File: config.mk
export PLATFORM = sky130hd
export DESIGN_NAME = uvsq_sincos
export DESIGN_NICKNAME = d
export VERILOG_FILES = /design/src/rtl/uvsq_pkg.sv /design/src/rtl/uvsq_sincos.sv
export SDC_FILE = /design/constraint.sdc
export NUM_CORES = 2
export LEC_CHECK = 0
export BUFFER_PORTS_ARGS = -buffer_cell sky130_fd_sc_hd__buf_2
export CAP_MARGIN = 20
export CORE_MARGIN = 5
export CORE_UTILIZATION = 33
export CTS_CLUSTER_DIAMETER = 30
export DETAILED_ROUTE_END_ITERATION = 10
export PLACE_DENSITY_LB_ADDON = 0.08
export SETUP_SLACK_MARGIN = 0.5
export SYNTH_ARGS = -nofsm -noshare
export SYNTH_HDL_FRONTEND = slang
export SYNTH_SLANG_ARGS = --single-unit
File: constraint.sdc
create_clock -name clock -period 8 [get_ports clock]
set_clock_uncertainty 0.05 [all_clocks]
set_input_delay 0.4 -clock clock [delete_from_list [all_inputs] [get_ports clock]]
set_output_delay 0.4 -clock clock [all_outputs]
set_load 0.01 [all_outputs]
File: src/rtl/uvsq_pkg.sv
// Shared types, constants and arithmetic helpers for the UV sphere quad tessellator.
// Used by uvsq_sincos and uv_sphere_quad_tessellator; depends on nothing else.
package uvsq_pkg;

   localparam int MAX_DIVISIONS = 64;
   localparam int MIN_DIVISIONS = 3;
   localparam int CNT_W         = 7;
   localparam int IDX_W         = 6;
   localparam int RADIUS_W      = 22;
   localparam int SCALE_W       = 24;
   localparam int R_W           = RADIUS_W + SCALE_W;
   localparam int R_LO_W        = 23;
   localparam int POS_W         = 32;
   localparam int TEX_W         = 17;
   localparam int Q15_W         = 17;
   localparam int CX_W          = 34;
   localparam int ANG_W         = 32;
   localparam int QUO_W         = 33;
   localparam int PART_W        = R_W - R_LO_W + 1 + Q15_W;
   localparam int OFF_W         = 33;
   localparam int DIV_STEPS     = 8;
   localparam int DIV_STAGES    = 4;
   localparam int CORDIC_STAGES = 8;
   localparam int VERTS         = 6;
   localparam logic signed [CX_W-1:0] CORDIC_INIT = 34'sd652032874;

   // pipeline stage positions
   localparam int ST_ISSUE = 0;
   localparam int ST_DIV0  = 1;
   localparam int ST_SC0   = ST_DIV0 + DIV_STAGES;
   localparam int ST_FOLD  = ST_SC0 + CORDIC_STAGES;
   localparam int ST_MUL   = ST_FOLD + 1;
   localparam int ST_DIR   = ST_MUL + 1;
   localparam int ST_PART  = ST_DIR + 1;
   localparam int ST_OFF   = ST_PART + 1;
   localparam int ST_OUT   = ST_OFF + 1;
   localparam int NSTAGE   = ST_OUT + 1;

   typedef enum logic [2:0] {
      REG_RADIUS       = 3'd0,
      REG_SCALE        = 3'd1,
      REG_CENTER_X     = 3'd2,
      REG_CENTER_Y     = 3'd3,
      REG_CENTER_Z     = 3'd4,
      REG_RING_COUNT   = 3'd5,
      REG_SECTOR_COUNT = 3'd6
   } reg_index_type;

   typedef struct packed {
      logic [CNT_W-1:0] rem;
      logic [QUO_W-1:0] quo;
   } div_type;

   typedef struct packed {
      logic signed [CX_W-1:0]  x;
      logic signed [CX_W-1:0]  y;
      logic signed [ANG_W-1:0] z;
   } cordic_type;

   typedef struct packed {
      logic             bad;
      logic             last;
      logic [TEX_W-1:0] tex_u;
      logic [TEX_W-1:0] tex_v;
   } meta_type;

   function automatic logic [CNT_W-1:0] eff_count(input logic [CNT_W-1:0] n);
      logic [CNT_W-1:0] r;
      r = n;
      if (n < CNT_W'(MIN_DIVISIONS)) r = CNT_W'(MIN_DIVISIONS);
      if (n > CNT_W'(MAX_DIVISIONS)) r = CNT_W'(MAX_DIVISIONS);
      return r;
   endfunction

   function automatic div_type div_steps(input div_type a, input logic [CNT_W-1:0] d);
      div_type       o;
      logic [CNT_W:0] r2;
      o = a;
      for (int k = 0; k < DIV_STEPS; k++) begin
         r2 = {o.rem, 1'b0};
         if (r2 >= {1'b0, d}) begin
            r2    = r2 - {1'b0, d};
            o.quo = {o.quo[QUO_W-2:0], 1'b1};
         end else begin
            o.quo = {o.quo[QUO_W-2:0], 1'b0};
         end
         o.rem = r2[CNT_W-1:0];
      end
      return o;
   endfunction

   function automatic logic signed [ANG_W-1:0] cordic_atan(input logic [3:0] k);
      logic signed [ANG_W-1:0] a;
      case (k)
         4'd0:    a = 32'sh20000000;
         4'd1:    a = 32'sh12E4051E;
         4'd2:    a = 32'sh09FB385B;
         4'd3:    a = 32'sh051111D4;
         4'd4:    a = 32'sh028B0D43;
         4'd5:    a = 32'sh0145D7E1;
         4'd6:    a = 32'sh00A2F61E;
         4'd7:    a = 32'sh00517C55;
         4'd8:    a = 32'sh0028BE53;
         4'd9:    a = 32'sh00145F2F;
         4'd10:   a = 32'sh000A2F98;
         4'd11:   a = 32'sh000517CC;
         4'd12:   a = 32'sh00028BE6;
         4'd13:   a = 32'sh000145F3;
         4'd14:   a = 32'sh0000A2FA;
         default: a = 32'sh0000517D;
      endcase
      return a;
   endfunction

   function automatic cordic_type cordic_iter(input cordic_type a, input logic [3:0] k);
      cordic_type              o;
      logic signed [CX_W-1:0] dx;
      logic signed [CX_W-1:0] dy;
      dx = a.y >>> k;
      dy = a.x >>> k;
      if (a.z >= 0) begin
         o.x = a.x - dx;
         o.y = a.y + dy;
         o.z = a.z - cordic_atan(k);
      end else begin
         o.x = a.x + dx;
         o.y = a.y - dy;
         o.z = a.z + cordic_atan(k);
      end
      return o;
   endfunction

   // round half up from Q3.30 to Q1.15 and clamp to plus or minus one
   function automatic logic signed [Q15_W-1:0] to_q15(input logic signed [CX_W-1:0] v);
      logic signed [CX_W:0]   s;
      logic signed [CX_W-15:0] t;
      logic signed [Q15_W-1:0] r;
      s = {v[CX_W-1], v} + (CX_W+1)'(16384);
      t = s[CX_W:15];
      r = t[Q15_W-1:0];
      if (t > (CX_W-14)'(32768))  r = Q15_W'(32768);
      if (t < -(CX_W-14)'(32768)) r = -Q15_W'(32768);
      return r;
   endfunction

endpackage

File: src/rtl/uvsq_sincos.sv
// Pipelined CORDIC sine and cosine of a binary angle, two iterations per stage,
// then quadrant fold and rounding to Q1.15. Depends on uvsq_pkg.
module uvsq_sincos import uvsq_pkg::*; (
   input  logic                    clock,
   input  logic [CORDIC_STAGES:0]  en,
   input  logic [ANG_W-1:0]        ang,
   output logic signed [Q15_W-1:0] sin_q15,
   output logic signed [Q15_W-1:0] cos_q15
);

   cordic_type  stage_ff  [CORDIC_STAGES];
   cordic_type  stage_in  [CORDIC_STAGES];
   cordic_type  stage_src [CORDIC_STAGES];
   logic [1:0]  quad_ff   [CORDIC_STAGES];
   logic [1:0]  quad_src  [CORDIC_STAGES];
   logic signed [Q15_W-1:0] sin_ff, cos_ff;
   logic signed [Q15_W-1:0] xq, yq;

   for (genvar s = 0; s < CORDIC_STAGES; s++) begin : g_stage
      if (s == 0) begin : g_head
         assign stage_src[s] = '{x: CORDIC_INIT, y: '0, z: {2'b00, ang[ANG_W-3:0]}};
         assign quad_src[s]  = ang[ANG_W-1:ANG_W-2];
      end else begin : g_tail
         assign stage_src[s] = stage_ff[s-1];
         assign quad_src[s]  = quad_ff[s-1];
      end

      always_comb begin
         cordic_type a;
         a = cordic_iter(stage_src[s], 4'(2*s));
         stage_in[s] = cordic_iter(a, 4'(2*s+1));
      end

      always_ff @(posedge clock) begin
         if (en[s]) begin
            stage_ff[s] <= stage_in[s];
            quad_ff[s]  <= quad_src[s];
         end
      end
   end

   assign xq = to_q15(stage_ff[CORDIC_STAGES-1].x);
   assign yq = to_q15(stage_ff[CORDIC_STAGES-1].y);

   always_ff @(posedge clock) begin
      if (en[CORDIC_STAGES]) begin
         case (quad_ff[CORDIC_STAGES-1])
            2'd0: begin
               cos_ff <= xq;
               sin_ff <= yq;
            end
            2'd1: begin
               cos_ff <= -yq;
               sin_ff <= xq;
            end
            2'd2: begin
               cos_ff <= -xq;
               sin_ff <= -yq;
            end
            default: begin
               cos_ff <= yq;
               sin_ff <= -xq;
            end
         endcase
      end
   end

   assign sin_q15 = sin_ff;
   assign cos_q15 = cos_ff;

endmodule

======== After elaboration in Yosys (flattened, before gate mapping) ========
Memory sizes are Yosys's and may differ from the RTL's.
Cells that the tools add are included.
W data, S select, Z words.
storage, ports and cells
  latch bits .............................. 0
  memories ................................ 2
  flip-flop bits (word level) ............. 34
  bits in read-only memories .............. 0
  bits in writable memories ............... 816
  output and inout port bits .............. 34
memories
  name      depth  width  read ports  clocked after memory_dff  write ports  line               RTL
  stage_ff  8      100    8           0                         8            uvsq_sincos.sv:11  cordic_type stage_ff [CORDIC_STAGES];
  quad_ff   8      2      8           0                         8            uvsq_sincos.sv:14  logic [1:0] quad_ff [CORDIC_STAGES];
operators by class
  shift operators ......................... 0
  bitwise gates (word level) .............. 0
  order comparisons ....................... 20
  multiply operators ...................... 0
  add/subtract/negate cells ............... 96
  divide/modulo/power cells ............... 0
  multiplexer cells ....................... 70
  reductions and logical operators ........ 1
  eq/ne operators ......................... 2
operators with widths
  cell                      number
  $mux W100                 15
  $mux W32                  32
  $add A32 B32 Y32          15
  $ge A32 B1 Y1 const B     15
  $sub A32 B32 Y32          15
  $pmux W17 S3              2
  $add A34 B16 Y35 const B  2
  $add A34 B19 Y34          2
  $add A34 B20 Y34          2
  $add A34 B21 Y34          2
  $add A34 B22 Y34          2
  $add A34 B23 Y34          2
  $add A34 B24 Y34          2
  $add A34 B25 Y34          2
  $add A34 B26 Y34          2
  $add A34 B27 Y34          2
  $add A34 B28 Y34          2
  $add A34 B29 Y34          2
  $add A34 B30 Y34          2
  $add A34 B31 Y34          2
  $add A34 B32 Y34          2
  $mux W17                  4
  $sub A34 B19 Y34          2
  $sub A34 B20 Y34          2
  other kinds (27)          57

======== Depth between registers and ports, before layout ========
An unclocked memory read counts as a cell.
  depth in word-level cells ............... 9
  depth in mapped cells ................... 38

======== Worst setup path before layout ========
OpenSTA, ideal clock, no wires.
  kind .................................... register -> register
  start ................................... memory stage_ff[0][31] (netlist bit)
  end ..................................... memory stage_ff[0][194] (netlist bit), data pin
  arrival ................................. 8177 ps
  stages on the path, launching flop included .. 34
  period minus slack after synthesis ...... 8504 ps
  path buffers ............................ 7
  setup slack ............................. -504 ps
  cell sequence ........................... edfxtp_1 clkbuf_1 clkinv_1 clkbuf_1 buf_1 clkbuf_1 buf_1 ha_1 a21oi_1 nand3_1 a41oi_1 a21oi_1 a211oi_1 a21oi_1 a221oi_1 clkbuf_1 inv_1 buf_1 nor2_1 a21oi_1 fa_1 a21o_1 a21oi_1 o21ai_0 a21oi_1 o21ai_0 a211oi_1 nor3_1 o31ai_1 a21oi_1 o211ai_1 a21boi_0 o21ai_0 o311ai_0
RTL lines
  element          line
  start, declared  uvsq_sincos.sv:11

==> results.md <==
* First-pass DRT Iterations at 6
* Slew Viols, Final at 0
* Main synth FF type: edfxtp_1
* Layout cells sized above 1 at about a fifth
* DRC Markers at 0
* Synth area leader: edfxtp_1
* Die X at approximately 560 um
* Slowest stage cell on the critical path: or4_4
* Antenna Nets Post-Route at 0
* Fill count at between 20k and 30k
* Routed wl met2 at between 150 and 200 mm
* CTS buffer count at about 200
* FF+latch area at ~22,000 um2
* Die area at 310,000 um2
* Clock-pin slew on the worst setup and hold paths at 50 ps
* Synthesized area at between 90,000 and 100,000 um2
* Synth warn at 0
* Slew margin rel. at 33.8%
* Max cap viols at 0
* Crit-path leading delay family: simple AND/OR/NAND/NOR gates
* RSZ-0062 raised after global routing: true
* Crit path time final at ~7900 ps
* Crit start category: flip-flop
* CTS sink cnt at 723
* Critical Path Fanout Max at 4
* Bufs on Longest Clock Path at 4
* Gr usage total at 20.8%
* Placeable Area at roughly 300,000 um2
* Yosys cell types at between 100 and 150
* Seq/Total Area, Yosys at 22.0%
* Min-Delay Path Class: input port to flip-flop
* Top Layer Used: met4
* H-tree depth at 4
* Share of the synthesized area in the top cell type at between 20% and 30%
* Via density at roughly 5.4
* Metal-1 WL at 159 mm
* Via count at 93.0k
* Final cycle utilization of the critical path at roughly 100%
* Worst-Margin Slew at ~1000 ps
* Initial antenna violation count at 9
* Input/output buffers at 75
* Post-Syn Instances at around 12k
* #FFs+latches synth at roughly 720
* Post-synth EDFFs at about 720
* Max Fclk at roughly 130 MHz
* Site Rows at 200
* Final core utilization at a little over two fifths
* Drt wl/cell at slightly below 20 um
* Routed met3 length at about 12 mm
* WP buf/inv at 3
* Final WL at 341 mm
* CP max stage delay at 640 ps
* GP Congestion at 0.907
* Largest net degree at the start of global routing at between 70 and 80
* Vias in the first global route at a little over 90k
* DRT iter0 DRCs at between 5k and 6k
* Hpwl dp at between 200 and 300 mm
* Worst skew pair latency at approximately 870 ps
* Initial Utilization at between 30% and 40%
* CP required at roughly 8500 ps
* Ys async rst share at 0%
* Top post-synthesis cells by area: edfxtp_1, ha_1, xnor2_1, a21oi_1, xor2_1
* Worst setup EP type: flip-flop
* Fin. Hold Viols at 0
* Layout area overhead at 27.5%
* Syn avg cell area at 8.40 um2
* Final setup fails at 0
* Synth Net Count at roughly 13k
* Nets at roughly 14k
* CTS tree: built
* Die height at around 560 um
* WP data arrival at around 8400 ps
* # IOs at 76
* Multi-input logic area at 80,200 um2
* First-pass GRT wire length at between 500 and 600 mm
* Root Buffer: clkbuf_16
* Total grt overflow at 0
* Run status: completed
* WS Path Type: flip-flop to flip-flop
==> cells by family (layout without fill, tap and decap cells) <==
family,count (synthesis),count (layout),share of synthesized area (%)
AND/OR/NAND/NOR,3378,3378,16.8
adder cells (fa/ha/maj),1320,1320,17.0
multiplexers,91,91,1.16
other,0,2,0
flip-flops,723,723,22.0
buffers and inverters,729,2202,2.78
XOR/XNOR,1781,1781,15.8
AO/OA/AOI/OAI,3733,3733,24.5
==> layer usage <==
layer / track usage (%) / vias to the layer above
li1: - / 46500
met1: 28.1 / 44500
met2: 36.0 / 1703
met3: 1.76 / 355
met4: 4.90 / 0
met5: 0 / -
==> cells in the final DEF, fill, tap and decap left out, types with 205 or more instances in the layout <==
cell type / netlist / routed
a21oi_1: 1056 / 931
inv_1: 477 / 460
ha_1: 1285 / 1222
nand2_1: 769 / 738
xnor2_1: 1204 / 1135
o21ai_0: 752 / 606
buf_4: 0 / 1214
edfxtp_1: 723 / 723
nor3_1: 285 / 241
a21o_1: 479 / 479
clkbuf_16: 0 / 205
nand3_1: 243 / 223
nor2_1: 951 / 901
xor2_1: 577 / 550
==> cell usage after synthesis, drive strengths merged (84+ instances only) <==
cell type	count
edfxtp	723
nand4	91
o21bai	150
nand2	769
clkbuf	216
o31ai	167
nand2b	197
a211oi	131
inv	479
or3	139
xnor2	1204
a31oi	138
o21a	197
a21oi	1056
nand3	243
nor2	952
xor2	577
o21ai	768
and3	123
a21o	479
o211ai	84
ha	1285
nor2b	151
nor3	286
==> final timing paths <==
| check | start | to | slack (ps) | depth (start not counted) |
|---|---|---|---|---|
| worst max-delay path | stage_ff[1][145]$_DFFE_PP_ | stage_ff[1][265]$_DFFE_PP_ | 130 | 34 |
| worst min-delay path | en[2] | quad_ff[0][4]$_DFFE_PP_ | 60 | 1 |
| worst max register to register | stage_ff[1][145]$_DFFE_PP_ | stage_ff[1][265]$_DFFE_PP_ | 130 | 34 |
| worst min register to register | quad_ff[1][2]$_DFFE_PP_ | quad_ff[1][4]$_DFFE_PP_ | 360 | 0 |
==> layout make-up <==
type / instances / share of cell area [%]
multi-input cells: 10300 / 63.7
flip-flops and latches: 723 / 17.3
repair buffers: 1351 / 8.20
clock buffers: 225 / 4.12
well taps: 3939 / 3.92
inverters: 482 / 1.45
clock inverters: 144 / 1.34
diodes: 2 / 0.00398
==> state kept, by name, indices dropped and copies added (netlist names) <==
name and cells:
cos_q15 17, quad_ff 16, sin_q15 17, stage_ff 673
==> per-stage QoR <==
stage	instances	TNS [ps]	worst slack (ps)	hold WS [ps]	area, um2
finish	17200	0	126	58.2	126000
global route	17200	-577	-185	54.0	126000
CTS	17000	0	132	0.298	121000
detailed placement	16500	-2550	-383	357	111000
global placement	16500	-2460	-429	354	111000
floorplan	11800	0	505	350	98900
==> what timing repair did <==
action	4_1_cts	5_1_grt
setup buffers	121	152
hold buffers	12	0
cloned	0	1
hold endpoints to repair	74	0
setup endpoints to repair	133	179
pin swaps	211	524
gates resized for setup	512	797
Power is not shown: default switching activity piles up to over one toggle a cycle in this logic, so the estimate is an artifact.
